$ cat src/rtl/cmrd_ram.sv
// Generic simple dual-port RAM with one write port and a registered read port.
module cmrd_ram #(
  parameter int WIDTH = 8,
  parameter int DEPTH = 16
) (
  input  logic                     clk,
  input  logic                     we,
  input  logic [$clog2(DEPTH)-1:0] waddr,
  input  logic [WIDTH-1:0]         wdata,
  input  logic [$clog2(DEPTH)-1:0] raddr,
  output logic [WIDTH-1:0]         rdata
);

  logic [WIDTH-1:0] mem [DEPTH];

  // Write and registered read
  always_ff @(posedge clk) begin
    if (we) begin
      mem[waddr] <= wdata;
    end
    rdata <= mem[raddr];
  end

endmodule

$ cat config.mk
export PLATFORM = sky130hd
export DESIGN_NAME = cmrd_ram
export DESIGN_NICKNAME = d
export VERILOG_FILES = /design/src/rtl/cmrd_ram.sv
export SDC_FILE = /design/constraint.sdc
export NUM_CORES = 1
export LEC_CHECK = 0
export ABC_CLOCK_PERIOD_IN_PS = 3940
export BUFFER_PORTS_ARGS = -buffer_cell sky130_fd_sc_hd__buf_2
export CAP_MARGIN = 20
export CORE_MARGIN = 2
export CORE_UTILIZATION = 40
export DETAILED_ROUTE_END_ITERATION = 6
export REMOVE_ABC_BUFFERS = 1
export SYNTH_ARGS = -nofsm -noshare
export SYNTH_HDL_FRONTEND = slang
export SYNTH_SLANG_ARGS = --single-unit
$ cat constraint.sdc
create_clock -name clk -period 3.94 [get_ports clk]
set_input_delay 0.197 -clock clk [delete_from_list [all_inputs] [get_ports clk]]
set_output_delay 0.197 -clock clk [all_outputs]
set_load 0.01 [all_outputs]
### Yosys cells after proc, flatten, opt, wreduce, memory -nomap -nowiden

Memory sizes are Yosys's and may differ from the RTL's. A register that Yosys moved wholly into a read port is not among the register bits.
Cells that the tools add are included.

| storage, ports and cells | value |
|---|---|
| register bits | 0 |
| memory bits (writable) | 128 |
| output and inout bits | 8 |
| memories kept | 1 |

| cells by class | value |
|---|---|
| mux-type cells | 2 |

Memories:

| name | words | bits a word | rd ports | clocked after memory_dff | wr ports | line | RTL |
|---|---|---|---|---|---|---|---|
| mem | 16 | 8 | 1 | 1 | 1 | 14 | `logic [WIDTH-1:0] mem [DEPTH];` |

Operator list:

| operator | number |
|---|---|
| $mux 1 | 2 |

### Depth between registers and ports, before layout

| logic depth | value |
|---|---|
| depth in word-level cells | 2 |
| gate-level depth with buffers | 5 |
| depth with buffers taken out | 3 |

### Least setup slack after synthesis

OpenSTA, ideal clock, no wires.

| path | value |
|---|---|
| path type | input to register |
| start point | in waddr[2] |
| end point | mem mem[0][0], enable pin |
| arrival time | 1.307 ns |
| data required time | 3.557 ns |
| path slack | 2.250 ns |
| cell stages on the path | 2 |
| path buffers | 0 |
| path through | or3b_2 nor3_1 |

RTL lines:

| what | line | RTL |
|---|---|---|
| from (decl) | 8 | `input logic [$clog2(DEPTH)-1:0] waddr,` |
| to (decl) | 14 |  |

Straight into the memory's write port.

### Final worst setup path

| path | value |
|---|---|
| start point | in waddr[2] |
| end point | mem mem[0][6], enable pin |

Straight into the memory's write port.

==> summary.md <==
| Metric | Value |
|---|---|
| # IOs | 26 |
| Post-CTS sizing | 0 |
| Post-Synthesis Cell Area | 0.00515 mm2 |
| Worst slew margin | 38.5% |
| Seq/Total Area, Yosys | 77.8% |
| Gpl congestion | 0.701 |
| Number of global-route vias before repair | 2527 |
| Core area | 0.0126 mm2 |
| Slowest cell on crit path | nor3_1 |
| Drt pass-1 iters | 5 |
| Most used cell, CP | buf_2 |
| Number of buffers on the longest clock path | 2 |
| Slew Limit Fails | 0 |
| CP Max Fanout | 5 |
| Skew-Pair Late Insertion Delay | 0.41 ns |
| Final setup fails | 0 |
| Outcome | completed |
| Leakage power | 2.01 nW |
| Clk pin slew, worst setup/hold paths | 0.06 ns |
| Antenna Nets Post-Route | 0 |
| Diode count | 0 |
| Total setup buffers inserted after CTS | 0 |
| Average wire per standard cell | 22.1 um |
| Required @ worst endpoint | 4.06 ns |
| FP Rows | 41 |
| Clock net sink count | 136 |
| Syn Area/Cell | 22.5 um2 |
| Critical-path cell list | buf_2 > or3b_2 > nor3_1 > buf_2 |
| Root buffer cell | clkbuf_16 |
| Worst EP arrival | 1.83 ns |
| Initial Util | 41.0% |
| Synth-to-Final Area Change | 17.9% |
| R2r startpoint | mem[9][4] |
| Worst min path class | in2reg |
| Via density | 5.15 |
| Crit start category | input pin |
| Hold Startpoint | wdata[0] |
| Die Height | 117 um |
| Total CTS buffers | 17 |
| Worst-Margin Slew | 0.919 ns |
| Pwr per Cell Area | 561 mW/mm2 |
| Synthesis Warnings | 0 |
| Fillers | 1020 |
| Die area | 0.0138 mm2 |
| Crit share post-route | 43.4% |
| WP buf/inv | 2 |
| Largest net degree at the start of global routing | 33 |
| RSZ-0062 raised after global routing | false |
| Worst Clk Skew | 0.00529 ns |
| CP Capture Type | flip-flop |
| First-pass GRT wire length | 15100 um |
| Distinct cells, synth | 19 |
| Worst VDD drop | 0.253 mV |
| Design area | 0.00607 mm2 |
| Critical Path Source | waddr[2] |
| Cells after Synth | 229 |
| #FFs+latches synth | 136 |
| DRC errors left | 0 |
| Max Clk Rate | 0.584 GHz |
| Final hold vios | 0 |
| Hold_buf cts | 0 |
| Largest stage delay, worst path | 0.68 ns |
| DP HPWL | 6160 um |
| Tmin final | 1.71 ns |
| Die X | 117 um |
| Detailed Route WL | 9990 um |
| Placed cell area | 0.00543 mm2 |
| Drt first-iter violations | 206 |
| Tot GR Track Use | 15.6% |
| Crit path kind | in2reg |
| Max_cap viols | 0 |
| Setup TNS | 0 ns |
| CP top delay family | simple AND/OR/NAND/NOR gates |
| Antenna violations before repair | 0 |
| # nets final | 285 |
| Routed vias | 2328 |
| PortBufs | 25 |
| Clock tree from TritonCTS | yes |
| Share of layout cells above drive strength 1 | 28.2% |
| Total grt overflow | 0 |
| H-tree depth | 4 |
## where the power goes
| group | switching, W | internal (W) |
|---|---|---|
| combinational | 0.0000876 | 0.0000601 |
| sequential | 0.0000101 | 0.00162 |
| clock | 0.000560 | 0.00107 |
## logic make-up (layout without fill, tap and decap cells)
| logic type | after synthesis | count (layout) | share of synthesized area [%] |
|---|---|---|---|
| flip-flops | 136 | 136 | 77.8 |
| AND/OR/NAND/NOR | 35 | 35 | 3.18 |
| multiplexers | 32 | 32 | 15.0 |
| AO/OA/AOI/OAI | 16 | 16 | 2.33 |
| buffers and inverters | 10 | 61 | 1.68 |
## worst paths after layout
path         slack, ns         to  depth (start not counted)
max reg2reg       2.55   rdata[4]                          3
min               0.17  mem[5][0]                          1
min reg2reg       0.68   rdata[5]                          3
max               2.23  mem[0][6]                          4
## final cells by class
type / instances / area, um2 / area share, %
Sequential cell: 136 / 4000 / 66.0
Clock buffer: 19 / 443 / 7.30
Clock inverter: 13 / 178 / 2.93
Multi-Input combinational cell: 83 / 1060 / 17.5
Timing Repair Buffer: 29 / 165 / 2.72
Tap cell: 172 / 215 / 3.55
## cells in the final DEF, fill, tap and decap left out, types with 2 or more instances in the layout
cell and count:
bufinv_16 4, edfxtp_1 128, mux4_1 14, nand2b_1 2, clkinv_2 3, clkinvlp_4 4, dfxtp_1 8, nor3_1 3
buf_2 26, a22oi_1 16, mux4_2 18, nand3b_1 2, buf_4 2, clkbuf_16 17, nor2_1 13, nand2_1 9
## per-stage QoR
stage | cells | hold slack (ns) | utilization (%) | total power (W) | worst slack [ns]
detailed placement | 419 | 0.590 | 43.2 | 0.00181 | 1.67
CTS | 451 | 0.154 | 48.1 | 0.00343 | 2.11
global route | 452 | 0.167 | 48.3 | 0.00350 | 2.20
floorplan | 219 | 0.296 | - | 0.00172 | 2.25
finish | 452 | 0.171 | 48.3 | 0.00341 | 2.23
global placement | 418 | 0.589 | 43.1 | 0.00180 | 1.59
## Yosys cell counts, drive strengths merged
cell type	count	share of area, %
dfxtp	8	3.1
nor2	13	0.95
and2b	1	0.15
nand2b	2	0.24
nand2	9	0.66
and2	1	0.12
a22oi	16	2.3
nor3	4	0.39
or3b	1	0.17
edfxtp	128	75
nor2b	1	0.12
mux4	32	15
nand3	1	0.097
clkdlybuf4s25	3	0.58
buf	7	1.1
nand3b	2	0.29
## sequential cells by signal (all words and copies together) (netlist names)
name / flops
mem: 128
rdata: 8
## routing by layer
| metal | global-route usage (%) | share of wire (%) | vias up |
|---|---|---|---|
| met2 | 24.9 | 51 | 52 |
| met4 | 7.38 | 0.89 | 0 |
| met5 | 0 | 0 | - |
| li1 | - | - | 1050 |
| met3 | 3.70 | 3.8 | 6 |
| met1 | 20.2 | 44 | 1220 |
## worst register-to-register path: cells and delay by family (launching register included)
family           cells  cell delay, ns
flip-flops           1            0.35
AO/OA/AOI/OAI        1            0.33
multiplexers         1            0.50
AND/OR/NAND/NOR      1            0.09
(Power assumes the default switching activity.)
