$ cat config.mk
export PLATFORM = sky130hd
export DESIGN_NAME = cmrd_dist
export DESIGN_NICKNAME = d
export VERILOG_FILES = /design/src/rtl/cmrd_pkg.sv /design/src/rtl/cmrd_dist.sv
export SDC_FILE = /design/constraint.sdc
export NUM_CORES = 1
export LEC_CHECK = 0
export BUFFER_PORTS_ARGS = -buffer_cell sky130_fd_sc_hd__buf_2
export CAP_MARGIN = 10
export CORE_ASPECT_RATIO = 0.9
export CORE_MARGIN = 1
export CORE_UTILIZATION = 67
export DETAILED_ROUTE_END_ITERATION = 10
export GPL_ROUTABILITY_DRIVEN = 0
export MAX_ROUTING_LAYER = met4
export PLACE_DENSITY = 0.86
export SLEW_MARGIN = 10
export SYNTH_ARGS = -nofsm -noshare
export SYNTH_HDL_FRONTEND = slang
export SYNTH_SLANG_ARGS = --single-unit
$ cat constraint.sdc
create_clock -name clk -period 15.95 [get_ports clk]
set_input_delay 1.595 -clock clk [delete_from_list [all_inputs] [get_ports clk]]
set_output_delay 1.595 -clock clk [all_outputs]
set_load 0.005 [all_outputs]
$ cat src/rtl/cmrd_pkg.sv
// Shared types and constants for the cone map radius de-duplication unit.
package cmrd_pkg;

  // Field widths fixed by the stream and register formats
  localparam int COORD_W     = 16;
  localparam int COLOUR_W    = 3;
  localparam int THR_W       = 16;
  localparam int STATUS_W    = 2;
  localparam int SLOT_W      = 8;
  localparam int COUNT_OUT_W = 9;
  localparam int SQ_W        = 2 * COORD_W;

  // Stream widths; the tdata widths are byte-padded
  localparam int S_TDATA_W = 2 * COORD_W;
  localparam int S_TUSER_W = COLOUR_W;
  localparam int M_TDATA_W = 24;
  localparam int M_TUSER_W = STATUS_W;

  // Default table depth
  localparam int MAX_ENTRIES_DEFAULT = 256;

  // Register file
  localparam int APB_DATA_W = 32;
  localparam int APB_ADDR_W = 3;
  localparam logic [APB_ADDR_W-3:0] REG_NEAR_THRESHOLD = 1'b0;
  localparam logic [THR_W-1:0] NEAR_THRESHOLD_RESET = 16'd384;

  // Result status codes
  typedef enum logic [STATUS_W-1:0] {
    STATUS_ADDED = 2'd0,
    STATUS_NEAR  = 2'd1,
    STATUS_FULL  = 2'd2
  } status_t;

  // Control that travels alongside each probe through the distance pipeline
  typedef struct packed {
    logic valid;
    logic last;
  } probe_tag_t;

endpackage

$ cat src/rtl/cmrd_dist.sv
// Pipelined squared-distance compare shared across all stored entries of a scan.
module cmrd_dist #(
  parameter int IDX_W = 8
) (
  input  logic                                clk,
  input  logic                                rst,
  input  logic                                flush,
  input  cmrd_pkg::probe_tag_t                tag_in,
  input  logic [IDX_W-1:0]                    idx_in,
  input  logic signed [cmrd_pkg::COORD_W-1:0] probe_x,
  input  logic signed [cmrd_pkg::COORD_W-1:0] probe_y,
  input  logic signed [cmrd_pkg::COORD_W-1:0] rd_x,
  input  logic signed [cmrd_pkg::COORD_W-1:0] rd_y,
  input  logic [cmrd_pkg::SQ_W-1:0]           limit,
  output cmrd_pkg::probe_tag_t                res_tag,
  output logic [IDX_W-1:0]                    res_idx,
  output logic                                hit
);

  cmrd_pkg::probe_tag_t tag1, tag2, tag3;
  logic [IDX_W-1:0] idx1, idx2, idx3;
  logic [cmrd_pkg::COORD_W:0] dx, dy;
  logic [cmrd_pkg::COORD_W-1:0] ax, ay;
  logic [cmrd_pkg::SQ_W-1:0] sx, sy;
  logic [cmrd_pkg::SQ_W:0] dsum;

  // Signed coordinate differences against the entry just read
  always_comb begin
    dx = {probe_x[cmrd_pkg::COORD_W-1], probe_x} - {rd_x[cmrd_pkg::COORD_W-1], rd_x};
    dy = {probe_y[cmrd_pkg::COORD_W-1], probe_y} - {rd_y[cmrd_pkg::COORD_W-1], rd_y};
  end

  // Advance the tags; flush kills everything in flight
  always_ff @(posedge clk) begin
    if (rst || flush) begin
      tag1 <= '0;
      tag2 <= '0;
      tag3 <= '0;
    end else begin
      tag1 <= tag_in;
      tag2 <= tag1;
      tag3 <= tag2;
    end
  end

  // Payload stages: read alignment, absolute difference, squares
  always_ff @(posedge clk) begin
    idx1 <= idx_in;
    idx2 <= idx1;
    idx3 <= idx2;
    ax   <= dx[cmrd_pkg::COORD_W] ? cmrd_pkg::COORD_W'(-dx) : dx[cmrd_pkg::COORD_W-1:0];
    ay   <= dy[cmrd_pkg::COORD_W] ? cmrd_pkg::COORD_W'(-dy) : dy[cmrd_pkg::COORD_W-1:0];
    sx   <= ax * ax;
    sy   <= ay * ay;
  end

  // Sum and strict compare against the squared radius
  always_comb begin
    dsum    = {1'b0, sx} + {1'b0, sy};
    hit     = tag3.valid && (dsum < {1'b0, limit});
    res_tag = tag3;
    res_idx = idx3;
  end

endmodule

=== Yosys cells after proc, flatten, opt, wreduce, memory -nomap -nowiden ===
Index checks and enable logic that the tools add are counted.

* Flip-flop bits (word level): 126
* Input bits: 109
* Word-level logic and storage cells: 25

* Add/subtract/negate cells: 5
* $mul: 2
* Magnitude comparators: 1
* Multiplexer cells: 2
* Reductions and logical operators: 2

{| class="wikitable"
|+ Operators with widths
! operator !! count
|-
| $mul 16x16->32 || 2
|-
| $sub 16x16->17 || 2
|-
| $add 32x32->33 || 1
|-
| $lt 33x32->1 || 1
|-
| $mux 16 || 2
|-
| $neg 16->16 || 2
|-
| $logic_and 1x1->1 || 1
|-
| $logic_or 1x1->1 || 1
|}

=== Logic depth before layout (Yosys ltp) ===
* Depth in word-level cells: 3
* Mapped depth: 25
* Depth with buffers taken out: 24

=== Worst setup path after synthesis ===
No wires, ideal clock.

* Kind: register to register
* From: reg ax[9] in the netlist's numbering
* To: reg sx[30] in the netlist's numbering
* Library setup time: 0.118 ns
* Arrival time: 6.265 ns
* Path slack: 9.566 ns
* Stages on the path, launching flop included: 25
* Buffers on the path: 1
* Cell sequence: dfxtp_1 clkbuf_1 nand2_1 inv_1 fa_1 inv_1 fa_1 inv_1 fa_1 inv_1 fa_1 inv_1 fa_1 inv_1 fa_1 inv_1 ha_1 and3_1 and3_1 a21oi_1 a41oi_1 o41ai_1 o31ai_1 a311o_1 xor2_1

* Word-level cells in the longest chain between the ends: 1

{| class="wikitable"
|+ Ends and longest elaborated chain
! item !! line !! text
|-
| from (decl) || cmrd_dist.sv:23 || <nowiki>logic [cmrd_pkg::COORD_W-1:0] ax, ay;</nowiki>
|-
| from (signal assigned) || cmrd_dist.sv:51 || <nowiki>ax <= dx[cmrd_pkg::COORD_W] ? cmrd_pkg::COORD_W'(-dx) : dx[cmrd_pkg::COORD_W-1:0];</nowiki>
|-
| $mul 16x16->32 || cmrd_dist.sv:53 || <nowiki>sx <= ax * ax;</nowiki>
|-
| to (signal assigned) || cmrd_dist.sv:53 ||
|-
| to (decl) || cmrd_dist.sv:24 || <nowiki>logic [cmrd_pkg::SQ_W-1:0] sx, sy;</nowiki>
|}

Every way passes these cells.
A chain may end at the register's enable or synchronous reset.

=== Worst setup path after layout ===
* From: reg ay[1] in the netlist's numbering
* To: reg sy[31] in the netlist's numbering

* Word-level cells in the longest chain between the ends: 1

{| class="wikitable"
|+ Ends and longest elaborated chain
! item !! line !! text
|-
| from (decl) || cmrd_dist.sv:23 ||
|-
| from (signal assigned) || cmrd_dist.sv:52 || <nowiki>ay <= dy[cmrd_pkg::COORD_W] ? cmrd_pkg::COORD_W'(-dy) : dy[cmrd_pkg::COORD_W-1:0];</nowiki>
|-
| $mul 16x16->32 || cmrd_dist.sv:54 || <nowiki>sy <= ay * ay;</nowiki>
|-
| to (signal assigned) || cmrd_dist.sv:54 ||
|-
| to (decl) || cmrd_dist.sv:24 ||
|}

Every way passes these cells.

==> flow_summary.html <==
<table>
<tr><th>Metric</th><th>Value</th></tr>
<tr><th colspan="2">Placement</th></tr>
<tr><td>Half-perimeter wire length after detailed placement</td><td>about 39,000 um</td></tr>
<tr><td>Port Buf Inserts</td><td>119</td></tr>
<tr><td>Post-placement setup slack</td><td>just over 9 ns</td></tr>
<tr><th colspan="2">GRT</th></tr>
<tr><td>Largest net degree at the start of global routing</td><td>21</td></tr>
<tr><td>Via count of the first global-routing pass</td><td>17,800</td></tr>
<tr><td>Antenna violations before repair</td><td>0</td></tr>
<tr><td>Gr ovfl total</td><td>0</td></tr>
<tr><td>Overall Global Routing Usage</td><td>between 30% and 40%</td></tr>
<tr><td>First-pass GRT wire length</td><td>80,300 um</td></tr>
<tr><th colspan="2">Worst setup path</th></tr>
<tr><td>Cell type of the slowest stage on the worst timing path</td><td>sky130_fd_sc_hd__dfxtp_1</td></tr>
<tr><td>Endpoint class of the critical path</td><td>flop</td></tr>
<tr><td>Required arrival time at the worst endpoint</td><td>16.27 ns</td></tr>
<tr><td>Critical Path, Cell by Cell</td><td>nand2_1, fa_1, fa_1, inv_1, fa_1, fa_1, fa_1, inv_1, fa_1, inv_1, ha_1, nand3_1, o221a_2, nand2_1, o21ba_2, o31ai_1, o221ai_1, o21ai_0, a21oi_1, xnor2_1</td></tr>
<tr><td>Signal arrival time at the worst endpoint</td><td>7.30 ns</td></tr>
<tr><td>Stage delay of the slowest cell on the critical path</td><td>0.79 ns</td></tr>
<tr><td>Top cell by count, worst path</td><td>sky130_fd_sc_hd__fa_1</td></tr>
<tr><td>CP Class</td><td>flop to flop</td></tr>
<tr><td>Highest fanout seen on the critical path</td><td>19</td></tr>
<tr><td>Startpoint Class</td><td>flop</td></tr>
<tr><td>Combined buffer and inverter count along the critical path</td><td>3</td></tr>
<tr><td>CP delay by family, top</td><td>adder cells</td></tr>
<tr><th colspan="2">Floorplan</th></tr>
<tr><td>Site Rows</td><td>a little over 60</td></tr>
<tr><td>Die height</td><td>171 um</td></tr>
<tr><td>Die area</td><td>32,600 um2</td></tr>
<tr><td>Std-Cell Core Area</td><td>just over 30,000 um2</td></tr>
<tr><td>I/O pin count</td><td>120</td></tr>
<tr><td>Starting density of the core</td><td>68.6%</td></tr>
<tr><td>Floorplan die width</td><td>between 150 and 200 um</td></tr>
<tr><th colspan="2">Synth</th></tr>
<tr><td>Library cell occupying the most area in the post-synthesis netlist</td><td>sky130_fd_sc_hd__fa_1</td></tr>
<tr><td>Number of nets in the synthesized netlist</td><td>3,149</td></tr>
<tr><td>Area share of the largest cell type after synthesis</td><td>30.6%</td></tr>
<tr><td>Share of the yosys chip area belonging to registers</td><td>approximately an eighth</td></tr>
<tr><td>Syn Area/Cell</td><td>about 8.8 um2</td></tr>
<tr><td>Synth area leaders</td><td>sky130_fd_sc_hd__fa_1 31%, sky130_fd_sc_hd__ha_1 18%, sky130_fd_sc_hd__dfxtp_1 12%</td></tr>
<tr><td>Async set-or-reset flop fraction in the synthesized netlist</td><td>0%</td></tr>
<tr><td>Netlist area before placement</td><td>21,400 um2</td></tr>
<tr><td>Unique masters post-synth</td><td>66</td></tr>
<tr><td>Number of instances in the synthesized netlist</td><td>between 2,000 and 2,500</td></tr>
<tr><td>Register bit total from synthesis</td><td>124</td></tr>
<tr><td>Post-synth EDFFs</td><td>0</td></tr>
<tr><td>Number of warnings issued by yosys</td><td>0</td></tr>
<tr><td>Prevailing post-synth register cell</td><td>sky130_fd_sc_hd__dfxtp_1</td></tr>
<tr><th colspan="2">Clock tree</th></tr>
<tr><td>Clock Pin Slew Worst Setup and Hold Paths</td><td>0.07 ns</td></tr>
<tr><td>Clock tree from TritonCTS</td><td>yes</td></tr>
<tr><td>Clock Sinks</td><td>124</td></tr>
<tr><td>Number of hold buffers added after cts</td><td>0</td></tr>
<tr><td>Post-cts resize count</td><td>0</td></tr>
<tr><td>Clock latency at the later pin of the worst-skew pair</td><td>0.45 ns</td></tr>
<tr><td>Maximum number of buffers from clock root to sink</td><td>2</td></tr>
<tr><td>Number of H-tree levels</td><td>4</td></tr>
<tr><td>Total clock buffers created by CTS</td><td>17</td></tr>
<tr><td>Clock Tree Root</td><td>sky130_fd_sc_hd__clkbuf_16</td></tr>
<tr><td>Post-CTS Setup Repair Bufs</td><td>0</td></tr>
<tr><th colspan="2">Cells and area</th></tr>
<tr><td>Highest-count cells in the layout ignoring fill and taps</td><td>586 x sky130_fd_sc_hd__inv_1, 326 x sky130_fd_sc_hd__fa_1, 300 x sky130_fd_sc_hd__ha_1</td></tr>
<tr><td># nets final</td><td>3,240</td></tr>
<tr><td>Proportion of layout cells with a drive suffix above 1</td><td>6.95%</td></tr>
<tr><td>Area Overhead vs Synth</td><td>7.15%</td></tr>
<tr><td>Final core occ</td><td>73.5%</td></tr>
<tr><td>Commonest non-fill, non-tap cell in the layout</td><td>sky130_fd_sc_hd__inv_1</td></tr>
<tr><td>Number of diodes</td><td>0</td></tr>
<tr><th colspan="2">STA</th></tr>
<tr><td>Final cycle utilization of the critical path</td><td>43.8%</td></tr>
<tr><td>Clock Skew</td><td>~0.013 ns</td></tr>
<tr><td>Endpoints failing setup</td><td>0</td></tr>
<tr><td>Total negative setup slack</td><td>0 ns</td></tr>
<tr><td>RSZ-0062 raised after global routing</td><td>no</td></tr>
<tr><td>Peak Freq</td><td>143 MHz</td></tr>
<tr><td>Relative max-transition margin</td><td>31.6%</td></tr>
<tr><td>Final Slew Violations</td><td>0</td></tr>
<tr><td>Min cycle time layout</td><td>approximately 7.0 ns</td></tr>
<tr><td>Final WS setup</td><td>about 9.0 ns</td></tr>
<tr><td>Slew at the pin with the worst max-slew slack</td><td>1.02 ns</td></tr>
<tr><td>Final-layout worst hold slack</td><td>0.321 ns</td></tr>
<tr><td>Count of final hold-check violations</td><td>0</td></tr>
<tr><th colspan="2">Drt</th></tr>
<tr><td>Number of remaining DRC errors</td><td>0</td></tr>
<tr><td>Detailed Route WL</td><td>between 40,000 and 50,000 um</td></tr>
<tr><td>Number of vias per cell</td><td>5.67</td></tr>
<tr><td>Antenna Nets Post-Route</td><td>0</td></tr>
<tr><td>1st-iter DRT viols</td><td>between 1,000 and 1,500</td></tr>
<tr><td>Average wire length per cell after detail routing</td><td>16.0 um</td></tr>
<tr><td>Number of vias after detailed routing</td><td>16,600</td></tr>
<tr><td>Number of detailed-route iterations in the first pass</td><td>6</td></tr>
<tr><th colspan="2">Status</th></tr>
<tr><td>Run status</td><td>finished, final reports clean</td></tr>
<tr><th colspan="2">Job</th></tr>
<tr><td>Max Cap Viol</td><td>0</td></tr>
<tr><th colspan="2">Min path</th></tr>
<tr><td>Class of the worst hold path</td><td>flop to flop</td></tr>
</table>
[stage by stage]
stage / instance area [um2] / cells
finish: 22900 / 2927
global route: 22900 / 2927
CTS: 22900 / 2927
detailed placement: 22300 / 2895
global placement: 22300 / 2895
floorplan: 21400 / 2414
[cell families (layout without fill, tap and decap cells)]
family	count (synthesis)	in the layout	share of synthesized area, %
AOI/OAI and AO/OA	341	341	10.6
muxes	3	3	0.152
buffers and inverters	635	739	11.2
xor gates and xnor gates	149	149	6.11
adders and majority gates	626	626	48.1
DFF	124	124	11.6
and+or+nand+nor	536	536	12.1
[cell type report]
| class | instances | area [um2] |
|---|---|---|
| Clock inverter | 14 | 161 |
| Tap cell | 409 | 512 |
| Multi-Input combinational cell | 1655 | 16500 |
| Inverter | 586 | 2200 |
| Timing Repair Buffer | 121 | 611 |
| Clock buffer | 18 | 429 |
| Sequential cell | 124 | 2480 |
| Fill cell | 2193 | 8260 |
[cell usage after synthesis (11+ instances only)]
cell	count
sky130_fd_sc_hd__o21bai_1	14
sky130_fd_sc_hd__fa_1	326
sky130_fd_sc_hd__xor2_1	41
sky130_fd_sc_hd__nor2b_1	28
sky130_fd_sc_hd__dfxtp_1	124
sky130_fd_sc_hd__o31ai_1	13
sky130_fd_sc_hd__o21ai_0	61
sky130_fd_sc_hd__nand2_1	209
sky130_fd_sc_hd__xnor2_1	108
sky130_fd_sc_hd__and2_1	87
sky130_fd_sc_hd__a21oi_1	86
sky130_fd_sc_hd__nor3_1	11
sky130_fd_sc_hd__a21o_1	66
sky130_fd_sc_hd__ha_1	300
sky130_fd_sc_hd__o21a_1	20
sky130_fd_sc_hd__nor2_1	97
sky130_fd_sc_hd__clkbuf_1	46
sky130_fd_sc_hd__nand2b_1	25
sky130_fd_sc_hd__nand3_1	22
sky130_fd_sc_hd__and3_1	14
sky130_fd_sc_hd__inv_1	586
[layer usage]
| layer | part of all wire (%) | wire length (um) | vias up | GRT usage, % |
|---|---|---|---|---|
| met3 | 6.8 | 3210 | 166 | 4.94 |
| met5 | 0 | 0 | - | - |
| met2 | 49 | 22900 | 631 | 53.2 |
| li1 | - | - | 7723 | - |
| met4 | 4.0 | 1890 | 0 | 14.4 |
| met1 | 40 | 18900 | 8069 | 38.6 |
[worst paths after layout]
check / startpoint / end / slack [ns] / depth (start not counted)
max: ay[1] / sy[31] / 8.97 / 20
min: idx2[7] / res_idx[7] / 0.32 / 0
max reg2reg: ay[1] / sy[31] / 8.97 / 20
min reg2reg: idx2[7] / res_idx[7] / 0.32 / 0
[state kept, by name, summed over array words and instances (netlist names)]
signal	count
sx	31
sy	31
ax	16
ay	16
idx1	8
idx2	8
res_idx	8
res_tag	2
tag1	2
tag2	2
Power is left out: the tool's default activity adds up to more than one toggle a clock period on the data nets, which glitch-free logic cannot reach.
